<file path="config.mk">
export PLATFORM = sky130hd
export DESIGN_NAME = vna_front
export DESIGN_NICKNAME = d
export VERILOG_FILES = /design/src/rtl/vna_pkg.sv /design/src/rtl/vna_front.sv
export SDC_FILE = /design/constraint.sdc
export NUM_CORES = 1
export LEC_CHECK = 0
export BUFFER_PORTS_ARGS = -buffer_cell sky130_fd_sc_hd__buf_2
export CAP_MARGIN = 15
export CORE_MARGIN = 1.5
export CORE_UTILIZATION = 60
export CTS_BUF_LIST = sky130_fd_sc_hd__clkbuf_8
export CTS_CLUSTER_SIZE = 20
export DETAILED_ROUTE_END_ITERATION = 8
export PLACE_DENSITY = 0.88
export SLEW_MARGIN = 10
export SYNTH_ARGS = -nofsm -noshare
export SYNTH_HDL_FRONTEND = slang
export SYNTH_SLANG_ARGS = --single-unit
</file>
<file path="constraint.sdc">
create_clock -name clk -period 8 [get_ports clk]
set_input_delay 1.6 -clock clk [delete_from_list [all_inputs] [get_ports clk]]
set_output_delay 1.6 -clock clk [all_outputs]
set_load 0.1 [all_outputs]
</file>
<file path="src/rtl/vna_pkg.sv">
// Shared types, widths and command codes of the vertex normal accumulator.
package vna_pkg;

  // Store and number formats.
  localparam int MAX_VERTICES = 1024;
  localparam int VIDX_W       = $clog2(MAX_VERTICES);
  localparam int COORD_BITS   = 16;
  localparam int SUM_BITS     = 48;
  localparam int EDGE_W       = COORD_BITS + 1;
  localparam int PROD_W       = 2 * EDGE_W;
  localparam int CROSS_W      = PROD_W + 1;
  localparam int NORM_W       = 16;

  // Normalization unit widths: the largest magnitude is scaled into [2^23, 2^24).
  localparam int MAG_W   = 24;
  localparam int FRAC_W  = 14;
  localparam int SQ_W    = 2 * MAG_W + 2;
  localparam int ROOT_W  = SQ_W + 1;
  localparam int LEN_W   = MAG_W + 1;
  localparam int QUO_W   = FRAC_W + 1;
  localparam int NUM_W   = MAG_W + FRAC_W + 1;

  // Command codes carried in the kind field.
  localparam logic [1:0] KIND_CLEAR = 2'd0;
  localparam logic [1:0] KIND_WRITE = 2'd1;
  localparam logic [1:0] KIND_TRI   = 2'd2;
  localparam logic [1:0] KIND_READ  = 2'd3;

  typedef struct packed {
    logic [1:0]                    kind;
    logic [VIDX_W-1:0]             index_a;
    logic [VIDX_W-1:0]             index_b;
    logic [VIDX_W-1:0]             index_c;
    logic signed [COORD_BITS-1:0]  pos_x;
    logic signed [COORD_BITS-1:0]  pos_y;
    logic signed [COORD_BITS-1:0]  pos_z;
  } cmd_t;

  typedef struct packed {
    logic signed [COORD_BITS-1:0] x;
    logic signed [COORD_BITS-1:0] y;
    logic signed [COORD_BITS-1:0] z;
  } pos_row_t;

  typedef struct packed {
    logic signed [SUM_BITS-1:0] x;
    logic signed [SUM_BITS-1:0] y;
    logic signed [SUM_BITS-1:0] z;
  } sum_vec_t;

  typedef struct packed {
    logic     ovf;
    sum_vec_t s;
  } sum_row_t;

  typedef struct packed {
    logic signed [NORM_W-1:0] x;
    logic signed [NORM_W-1:0] y;
    logic signed [NORM_W-1:0] z;
    logic                     zero;
  } norm_res_t;

  // Queue handshake between the front and the back.
  typedef struct packed {
    logic valid;
    cmd_t cmd;
  } q_out_t;

endpackage

</file>
<file path="src/rtl/vna_front.sv">
// Front end: takes commands, decodes them and queues them for the back end.
module vna_front import vna_pkg::*; (
  input  logic                   clk,
  input  logic                   rst_n,
  input  logic                   start,
  output logic                   busy,
  input  logic [1:0]             in_kind,
  input  logic [VIDX_W-1:0]      in_index_a,
  input  logic [VIDX_W-1:0]      in_index_b,
  input  logic [VIDX_W-1:0]      in_index_c,
  input  logic signed [COORD_BITS-1:0] in_pos_x,
  input  logic signed [COORD_BITS-1:0] in_pos_y,
  input  logic signed [COORD_BITS-1:0] in_pos_z,
  input  logic                   init_done,
  input  logic                   q_pop,
  output q_out_t                 q_out
);

  cmd_t       fifo_r [2];
  logic       wr_ptr_r;
  logic       rd_ptr_r;
  logic [1:0] cnt_r;
  cmd_t       cmd_in;
  logic       push;

  // Build the queued command; only a write keeps its coordinates.
  always_comb begin
    cmd_in         = '0;
    cmd_in.kind    = in_kind;
    cmd_in.index_a = in_index_a;
    case (in_kind)
      KIND_WRITE: begin
        cmd_in.pos_x = in_pos_x;
        cmd_in.pos_y = in_pos_y;
        cmd_in.pos_z = in_pos_z;
      end
      KIND_TRI: begin
        cmd_in.index_b = in_index_b;
        cmd_in.index_c = in_index_c;
      end
      default: begin
      end
    endcase
  end

  // Hold off transfers while the queue is full or the sums are being cleared after reset.
  assign busy  = (cnt_r == 2'd2) || !init_done;
  assign push  = start && !busy;
  assign q_out = '{valid: (cnt_r != 2'd0), cmd: fifo_r[rd_ptr_r]};

  always_ff @(posedge clk) begin
    if (push) begin
      fifo_r[wr_ptr_r] <= cmd_in;
    end
  end

  // Queue pointers and fill count.
  always_ff @(posedge clk) begin
    if (!rst_n) begin
      wr_ptr_r <= 1'b0;
      rd_ptr_r <= 1'b0;
      cnt_r    <= 2'd0;
    end else begin
      if (push) begin
        wr_ptr_r <= !wr_ptr_r;
      end
      if (q_pop) begin
        rd_ptr_r <= !rd_ptr_r;
      end
      cnt_r <= cnt_r + {1'b0, push} - {1'b0, q_pop};
    end
  end

endmodule

</file>
# --- Word-level counts from Yosys, hierarchy flattened ---
# Memory sizes are Yosys's and may differ from the RTL's. A register that Yosys moved wholly into a read port is not among the register bits.
# Cells that the tools add are included.
# Widths: inputs -> output; s select.
totals:
  reg_bits: 4
  ramBits: 160
  memories: 1
  in_bits: 85
  out_inout_bits: 82
op_classes:
  addsub: 2
  eq_ne: 3
  reduce_logical: 7
  muxes: 6
memory_table:
  columns: ["name", "depth", "word_bits", "rd", "rd_clocked_by_memory_dff", "wr", "line_no", "text"]
  rows:
  - ["fifo_r", 2, 80, 1, 1, 1, "vna_front.sv:19", "cmd_t fifo_r [2];"]
op_table:
  columns: ["operator", "n"]
  rows:
  - ["$mux 48", 1]
  - ["$mux 20", 1]
  - ["$eq 2x2->1 const B", 2]
  - ["$logic_not 1->1", 4]
  - ["$mux 1", 4]
  - ["$add 2x1->2", 1]
  - ["$eq 2x1->1 const B", 1]
  - ["$reduce_bool 2->1", 1]
  - ["$sub 2x1->2", 1]
  - ["$logic_and 1x1->1", 1]
  - ["$logic_or 1x1->1", 1]

# --- Depth between registers and ports, before layout ---
# Gate-level depths: netlist of the first run.
logic_depth:
  ltp_word: 6
  depth_mapped: 8

# --- Worst setup path before layout of the first run ---
# Ideal clock, no wire load.
synth_path:
  path_kind: "input -> register"
  startpoint: "in start"
  endpoint: "mem fifo_r[0][0] (netlist bit), enable pin"
  arrival_time_ps: 5104
  path_slack_ps: 2377
  path_stages: 2
  n_path_buf: 0
  setup_ps: 519
  required_time_ps: 7481
  path_cell_list: "nand3_1 nor2_1"
synth_between:
  elab_chain_cells: 3
synth_rtl:
  columns: ["element", "line_no", "text"]
  rows:
  - ["start: declaration", "vna_front.sv:5", "input logic start,"]
  - ["$logic_and 1x1->1", "vna_front.sv:48", "assign push = start && !busy;"]
  - ["$mux 1", "vna_front.sv:52", "if (push) begin"]
  - ["$mux 1 (implied by the code)", "vna_front.sv:53", "fifo_r[wr_ptr_r] <= cmd_in;"]
  - ["end: declaration", "vna_front.sv:19", null]
# No other way between the ends.

==> reports/results.txt, run 1 <==
Max_cap viols -> 0
DIE HEIGHT -> 110.1 um
Core Area -> 11,030 sq um
CP Max Fanout -> 46
Max-slew violation count -> 0
Total CTS buffers -> 17
Reg clk slew, reported paths -> 0.09 ns
CTS tree -> done
Vias in the first global route -> 3,587
Slew Limit Headroom -> 24.96%
Cell Pwr Density -> 268.7 nW/um^2
Unrepaired setup endpoints after global routing -> no
Syn-to-layout area delta -> 18.10%
Yosys reg bits -> 165
Post-detailed-route count of antenna-violating nets -> 0
Worst hold path type -> register to register
Register area share after synthesis -> 71.22%
F_max -> 230.2 MHz
Slew @ Worst Pin -> 1.123 ns
Lkg Pwr -> 3.301 nW
Final period utilization -> 54.30%
Commonest cells post-synth -> edfxtp_1, mux2_4, and2_1
Vias post-DR -> 3,457
Setup bufs post-CTS -> 0
Synthesized instance count -> 351
DIE AREA -> 12,130 sq um
Via/cell ratio -> 5.106
Most frequent cell after synthesis -> edfxtp_1
Post-synth EDFFs -> 160
Gpl congestion -> 0.7206
Starting density of the core -> 62.43%
VDD IR max -> 189.6 uV
Mapped Area -> 6887 sq um
Fraction of registers with async set/reset -> 0%
Synth top area share -> 69.77%
Setup TNS -> 0 ns
CTS Root Buffer Type -> clkbuf_8
Iteration-0 DRC Markers -> 210
Share of layout cells above drive strength 1 -> 53.36%
Total clock sinks -> 165
Crit end category -> output pin
Total power -> 2.185 mW
Arrival time at the worst endpoint -> 2.74 ns
I/O pin count -> 167
Clock skew -> 0.01683 ns
1st-pass router iterations -> 7
Largest net degree at the start of global routing -> 49
Global-route wire length before repair -> 17,670 um
Crit Path Class -> register to output pin
DRC -> 0
Most used DFF post-synth -> edfxtp_1
Wire per inst -> 17.27 um
Finished Layout Cells -> 677
Clk Latency, worst-skew pair -> 0.44 ns
GR Util All Layers -> 20.47%
Hold-fix buffers, CTS -> 0
CTS Buffer Depth -> 2
Synth cell types -> 21
Nets@finish -> 610
Hold Fails Final Rpt -> 0
Yosys warning count -> 0
DP Wirelength -> 7783 um
Placed cells -> 644
PostCTS Resize Cnt -> 0
I/O Buffers -> 166
WHS -> 0.5915 ns
Synth area leaders -> edfxtp_1, mux2_4, and2_1
Final WL -> 11,700 um
GRT Residual Overflow -> 0
Leading area contributor after synthesis -> edfxtp_1
Critical path data required time -> 6.40 ns
Syn_area_per_cell -> 19.62 sq um
Number of placement rows -> 38
Initial antenna violation count -> 1
Syn nets -> 438
Status -> finished clean
Final setup fails -> 0
CP Launch Type -> register
CTS H-tree depth -> 4
Crit path time final -> 4.344 ns
DIE WIDTH -> 110.1 um
==> cell families (layout without fill, tap and decap cells) <==
| family | Yosys count | in the layout | share of synthesized area (%) |
|---|---|---|---|
| flops | 165 | 165 | 71.22 |
| other cells | 0 | 1 | 0 |
| buf+inv | 18 | 203 | 3.070 |
| mux | 81 | 81 | 17.59 |
| fa+ha+maj | 2 | 2 | 0.3633 |
| simple gates | 82 | 82 | 7.376 |
| xor+xnor | 3 | 3 | 0.3816 |
==> critical path, cell delays in order (launching register included) <==
cell,delay (ns)
dfxtp_4,0.78
buf_4,0.77
mux2_4,0.30
buf_2,0.42
==> layout by cell type, fill, tap and decap left out, types with 2 or more instances in the layout <==
cell,netlist,routed
and2_1,72,72
clkinvlp_4,0,2
clkbuf_8,0,17
bufinv_16,0,2
edfxtp_1,160,160
clkinv_2,0,2
mux2_4,80,80
buf_4,1,3
buf_2,0,166
nor2_4,0,2
dfxtp_1,5,4
inv_6,0,7
nand2_1,3,3
inv_1,2,2
ha_1,2,2
xnor2_1,2,2
==> stage by stage <==
step | cell area [sq um] | setup slack, ns | util (%)
2_1_floorplan | 6887 | 2.377 | -
3_3_place_gp | 7730 | 4.091 | 70.08
3_5_place_dp | 7730 | 4.070 | 70.08
4_1_cts | 8130 | 3.590 | 73.71
5_1_grt | 8130 | 3.516 | 73.71
6_report | 8133 | 3.656 | 73.73
==> path summary, 6_finish.rpt <==
path	startpoint	endpoint	slack (ns)	depth (start not counted)
hold reg to reg	wr_ptr_r	wr_ptr_r	0.59	2
setup / recovery	register	q_out[1]	3.66	3
setup reg to reg	cnt_r[0]	fifo_r[0][29]	5.23	4
hold / removal	wr_ptr_r	wr_ptr_r	0.59	2
==> metal layers <==
| metal | global-route usage [%] | vias up | wire, um |
|---|---|---|---|
| li1 | - | 1652 | - |
| met1 | 23.42 | 1663 | 4648 |
| met4 | 8.150 | 0 | 199 |
| met5 | 0 | - | 0 |
| met2 | 36.38 | 127 | 6129 |
| met3 | 5.761 | 15 | 717 |
==> state kept, by name, indices dropped and copies added (netlist names), named ones only <==
name	cells
rd_ptr_r	1
cnt_r	2
wr_ptr_r	1
fifo_r	160
==> report_power, final <==
part | internal, mW | switching (mW)
Combinational | 0.131 | 0.437
Clock | 0.286 | 0.308
Sequential | 1.00 | 0.0236
==> cell type report <==
| class | instances | area [sq um] |
|---|---|---|
| Inverter | 2 | 7.507 |
| Antenna cell | 1 | 2.502 |
| Fill cell | 656 | 2898 |
| Sequential cell | 165 | 4908 |
| Clock buffer | 17 | 234.0 |
| Tap cell | 140 | 175.2 |
| Multi-Input combinational cell | 168 | 1785 |
| Clock inverter | 15 | 166.4 |
| Timing Repair Buffer | 169 | 853.3 |
(Power assumes the default switching activity.)
==> run 2: changes to the inputs <==
- CORE_UTILIZATION: 60 -> 55
- PLACE_DENSITY: 0.88 -> 0.82
- clock period: 8 -> 4.11 ns (I/O delays scaled with it)
==> run 2 against run 1 <==
Final cell count rose by 4.0%. Global-route usage fell by 2.8 points. Clock skew down 0.0022 ns. Combinational power up 94%. Worst setup slack lost 2.7 ns. Sequential share of layout area is essentially flat. Worst hold slack worse by 0.031 ns. Flip-flop and latch count stayed put. Die area increased by 8.8%. Highest routed layer unchanged.
==> reports/results.txt, run 2 (same netlist as run 1, synthesis figures left out) <==
VDD IR max -> 300.1 uV (+58%)
Final Cell Area -> 8129 sq um (about the same)
Placed cells -> 672 (+4.3%)
Worst-path cell chain -> buf_12, mux2_4, buf_2
CTS H-tree depth -> 4 (unchanged)
Met3 GRT Util -> 7.380% (+1.6 points)
WHS -> 0.5600 ns (-0.03146 ns)
DIE AREA -> 13,200 sq um (+8.8%)
Worst hold path type -> register to register
CP Max Fanout -> 46 (unchanged)
Max_cap viols -> 0 (unchanged)
Cell Pwr Density -> 506.8 nW/um^2 (+89%)
Finished Layout Cells -> 704 (+4.0%)
DIE WIDTH -> 114.9 um (+4.3%)
Most crowded layer after global routing -> met2
PostCTS Resize Cnt -> 0 (unchanged)
Crit path time final -> 3.163 ns
Clk Latency, worst-skew pair -> 0.43 ns (about the same)
Global-route wire length before repair -> 17,210 um (-2.6%)
Lkg Pwr -> 3.284 nW (-0.51%)
Commonest non-fill, non-tap cells in the layout -> buf_2, edfxtp_1, mux2_4
Final setup fails -> 0 (unchanged)
WHS Endpoint -> wr_ptr_r
Vias in the first global route -> 3,537 (-1.4%)
Max reg flops -> 160 (unchanged)
Top Registers -> fifo_r x160, cnt_r x2
Unrepaired setup endpoints after global routing -> no
CTS Root Buffer Type -> clkbuf_8
Vias post-DR -> 3,447 (-0.29%)
Hold_sp -> wr_ptr_r
Critical path data required time -> 3.29 ns (-3.11 ns)
Initial antenna violation count -> 0 (-1)
Number of placement rows -> 40 (+5.3%)
I/O Buffers -> 166 (unchanged)
Nets@finish -> 610 (unchanged)
DRC -> 0 (unchanged)
Critical path's largest stage delay -> 0.80 ns (+0.02 ns)
Setup TNS -> 0 ns (unchanged)
Hold-fix buffers, CTS -> 0 (unchanged)
Share of layout cells above drive strength 1 -> 52.90% (-0.46 points)
Commonest non-fill, non-tap cell in the layout -> buf_2
Setup bufs post-CTS -> 0 (unchanged)
Wire per inst -> 16.41 um (-5.0%)
F_max -> 316.1 MHz
Reg clk slew, reported paths -> 0.09 ns (about the same)
Top reg by flops -> fifo_r
Status -> finished clean
Slew @ Worst Pin -> 1.085 ns (-0.03774 ns)
Syn-to-layout area delta -> 18.04% (about the same)
Final WL -> 11,560 um (-1.2%)
Met1 Use GR -> 20.66% (-2.8 points)
Arrival time at the worst endpoint -> 2.34 ns (-0.40 ns)
Total clock sinks -> 165 (unchanged)
GRT Residual Overflow -> 0 (unchanged)
1st-pass router iterations -> 4 (-3)
Total CTS buffers -> 17 (unchanged)
CP Launch Type -> register
FF-to-FF End -> fifo_r[1][4]
Slew Limit Headroom -> 27.65% (+2.7 points)
Worst reg2reg path depth -> 4 (unchanged)
Crit end category -> output pin
Hold path depth -> 2 (unchanged)
Area after DPL -> 7777 sq um (+0.62%)
Starting density of the core -> 56.86% (-5.6 points)
Max-slew violation count -> 0 (unchanged)
Via/cell ratio -> 4.896 (-4.1%)
Crit Path Class -> register to output pin
FF-to-FF Start -> cnt_r[0]
Final period utilization -> 76.97%
FF-to-FF setup slack -> 1.92 ns (-3.31 ns)
Core Area -> 12,110 sq um (+9.8%)
DP Worst Slack -> 1.385 ns (-2.685 ns)
Hold Fails Final Rpt -> 0 (unchanged)
Slowest CP cell -> dfxtp_4
Post-detailed-route count of antenna-violating nets -> 0 (unchanged)
CTS tree -> done
Clock skew -> 0.01462 ns (-0.002214 ns)
Worst setup margin -> 0.9467 ns (-2.710 ns)
DP Wirelength -> 7378 um (-5.2%)
I/O pin count -> 167 (unchanged)
Iteration-0 DRC Markers -> 233 (+11%)
Gpl congestion -> 0.6903 (-4.2%)
Largest net degree at the start of global routing -> 81 (+65%)
DIE HEIGHT -> 114.9 um (+4.3%)
Met2 Track Usage GR -> 30.16% (-6.2 points)
GR Util All Layers -> 17.67% (-2.8 points)
CTS Buffer Depth -> 2 (unchanged)
## run 2: critical path: cells and delay by family (launching register included)
family	cells	cell delay (ns)
multiplexers	1	0.21
flip-flops	1	0.80
buffers and inverters	2	0.83
## run 2: stage by stage
stage / power [mW] / util (%)
finish: 4.119 / 67.12
floorplan: 3.007 / -
CTS: 4.162 / 67.10
detailed placement: 3.139 / 64.21
global placement: 3.120 / 64.21
global route: 4.263 / 67.10
## run 2: how the worst max path moves through the flow
stage / startpoint / endpoint
finish: register / q_out[13]
CTS: register / q_out[4]
detailed placement: register / q_out[4]
global route: register / q_out[13]
floorplan: start / fifo_r[0][0]
global placement: register / q_out[13]
## run 2: area by class of cell
| cell class | count | area (sq um) |
|---|---|---|
| diodes | 1 | 2.502 |
| flip-flops and latches | 165 | 4908 |
| inverters | 2 | 7.507 |
| repair buffers | 169 | 865.8 |
| multi-input cells | 168 | 1785 |
| well taps | 168 | 210.2 |
| fillers | 857 | 3983 |
| clock buffers | 17 | 234.0 |
| clock inverters | 14 | 115.1 |
## run 2: report_power, final
group	switching [mW]	leakage [nW]	internal [mW]
clock	0.556	0.180	0.470
combinational	0.845	1.56	0.256
sequential	0.0447	1.55	1.95
total	1.45	3.28	2.67
## run 2: metal layers
metal  vias up  wire (um)
li1       1641          -
met1      1674       4781
met2       128       5797
met3         4        913
met4         0         63
met5         -          0
==> run 3: changes to the inputs <==
- clock period: 4.11 -> 3.2 ns (I/O delays scaled with it)
==> run 3 against run 2 <==
Critical path depth unchanged. Highest routed layer unchanged. Flip-flop and latch count did not move. Non-clock buffer count up 3. Die area unchanged. Count of clock-buffer cells in the layout unchanged. Core utilization rose by 0.61 points. Worst setup slack got worse by 0.44 ns. Final cell count up 0.28%. Sequential share of layout area decreased by 0.54 points. Final area is 0.91% higher. Sequential power grew 28%.
==> reports/results.txt, run 3 (same netlist as run 1, synthesis figures left out) <==
Reg clk slew, reported paths -> 0.08 ns (about the same)
Final setup fails -> 0 (unchanged)
Iteration-0 DRC Markers -> 210 (-9.9%)
WHS Endpoint -> fifo_r[1][72]
DIE HEIGHT -> 114.9 um (unchanged)
Clock skew -> 0.01142 ns (-0.003199 ns)
DRC -> 0 (unchanged)
Final period utilization -> 84.26%
N_diodes -> 0 (-1)
Vias post-DR -> 3,471 (+0.70%)
VDD IR max -> 548.9 uV (+83%)
Clk Latency, worst-skew pair -> 0.44 ns (about the same)
Number of placement rows -> 40 (unchanged)
Largest net degree at the start of global routing -> 49 (-40%)
Global-route wire length before repair -> 17,390 um (+1.1%)
I/O Buffers -> 166 (unchanged)
Crit end category -> output pin
Core Area -> 12,110 sq um (unchanged)
Status -> finished clean
Wire per inst -> 16.34 um (-0.44%)
CTS Root Buffer Type -> clkbuf_8
I/O pin count -> 167 (unchanged)
Slew Limit Headroom -> 41.15% (+14 points)
Cell Pwr Density -> 668.1 nW/um^2 (+32%)
Commonest non-fill, non-tap cells in the layout -> buf_2, edfxtp_1, mux2_4
Lkg Pwr -> 3.336 nW (+1.6%)
Max_cap viols -> 0 (unchanged)
Share of layout cells above drive strength 1 -> 52.79% (-0.11 points)
Total CTS buffers -> 17 (unchanged)
Hold_sp -> in_index_a[4]
Max reg flops -> 160 (unchanged)
Worst reg2reg path depth -> 8 (+4)
DP Wirelength -> 7675 um (+4.0%)
CP Max Fanout -> 22 (-52%)
Hold Fails Final Rpt -> 0 (unchanged)
Via/cell ratio -> 4.916 (+0.41%)
Slew @ Worst Pin -> 0.8809 ns (-0.2044 ns)
Critical path data required time -> 2.56 ns (-0.73 ns)
DIE WIDTH -> 114.9 um (unchanged)
CP Launch Type -> register
FF-to-FF End -> cnt_r[1]
Top Registers -> fifo_r x160, cnt_r x2
Initial antenna violation count -> 0 (unchanged)
Nets@finish -> 613 (+0.49%)
FF-to-FF Start -> cnt_r[0]
Unrepaired setup endpoints after global routing -> no
Worst hold path type -> input pin to register
CTS H-tree depth -> 4 (unchanged)
Total power -> 5.480 mW (+33%)
Syn-to-layout area delta -> 19.11%
GR Util All Layers -> 18.12% (+0.45 points)
GRT Residual Overflow -> 0 (unchanged)
Arrival time at the worst endpoint -> 2.06 ns (-0.28 ns)
Top reg by flops -> fifo_r
Vias in the first global route -> 3,542 (+0.14%)
1st-pass router iterations -> 4 (unchanged)
Area after DPL -> 7800 sq um (+0.29%)
Setup bufs post-CTS -> 0 (unchanged)
Hold-fix buffers, CTS -> 0 (unchanged)
Final WL -> 11,540 um (-0.16%)
F_max -> 370.9 MHz
Starting density of the core -> 56.86% (unchanged)
CTS tree -> done
Max-slew violation count -> 0 (unchanged)
Setup TNS -> 0 ns (unchanged)
Final Cell Area -> 8203 sq um (+0.91%)
DIE AREA -> 13,200 sq um (unchanged)
PostCTS Resize Cnt -> 0 (unchanged)
Post-detailed-route count of antenna-violating nets -> 0 (unchanged)
Crit Path Class -> register to output pin
FF-to-FF setup slack -> 1.30 ns (-0.62 ns)
Hold path depth -> 1 (-1)
CTS Buffer Depth -> 2 (unchanged)
Gpl congestion -> 0.7265 (+5.2%)
Crit path time final -> 2.696 ns
Total clock sinks -> 165 (unchanged)
WHS -> 0.3889 ns (-0.1712 ns)
Commonest non-fill, non-tap cell in the layout -> buf_2
run 3: changes by cell type in the layout (fill, tap and decap cells not counted), sizes merged:
cell,change
bufinv,+3
buf,+3
diode,-1
inv,-1
clkinvlp,-3
clkinv,+1
run 3: worst max-delay path, cell delays in order, from the launching register on:
cell and delay [ns]:
dfxtp_4 0.52, buf_4 0.42, mux2_4 0.23, buf_2 0.42
run 3: where the power goes:
part | switching (mW) | internal, mW | total, mW
clock network | 0.675 | 0.828 | 1.50
registers | 0.0426 | 2.50 | 2.54
logic | 1.10 | 0.333 | 1.44
total | 1.82 | 3.66 | 5.48
run 3: metal layers:
metal | global-route usage [%] | up-vias | wire (um)
met5 | 0 | - | 0
met3 | 5.851 | 21 | 745
met4 | 8.230 | 0 | 231
met1 | 21.86 | 1668 | 4767
li1 | - | 1645 | -
met2 | 29.96 | 137 | 5793
run 3: how the worst max path moves through the flow:
stage	from	to	slack [ns]
3_5_place_dp	register	q_out[50]	0.96
2_1_floorplan	start	fifo_r[0][0]	-0.14
6_report	register	q_out[50]	0.50
4_1_cts	register	q_out[50]	0.45
5_1_grt	register	q_out[58]	0.38
3_3_place_gp	register	q_out[67]	0.98
run 3: final cells by class:
class	count	area [sq um]
repair buffers	172	888.4
clock buffers	17	234.0
inverters	2	7.507
multi-input cells	168	1785
flip-flops and latches	165	4908
clock inverters	14	168.9
fillers	849	3909
well taps	168	210.2
run 3: per-stage QoR:
| stage | utilization [%] | cells | setup WS [ns] |
|---|---|---|---|
| global route | 67.73 | 706 | 0.3799 |
| global placement | 64.40 | 675 | 0.9793 |
| detailed placement | 64.40 | 675 | 0.9575 |
| CTS | 67.73 | 706 | 0.4462 |
| finish | 67.73 | 706 | 0.5036 |
| floorplan | - | 351 | -0.1450 |
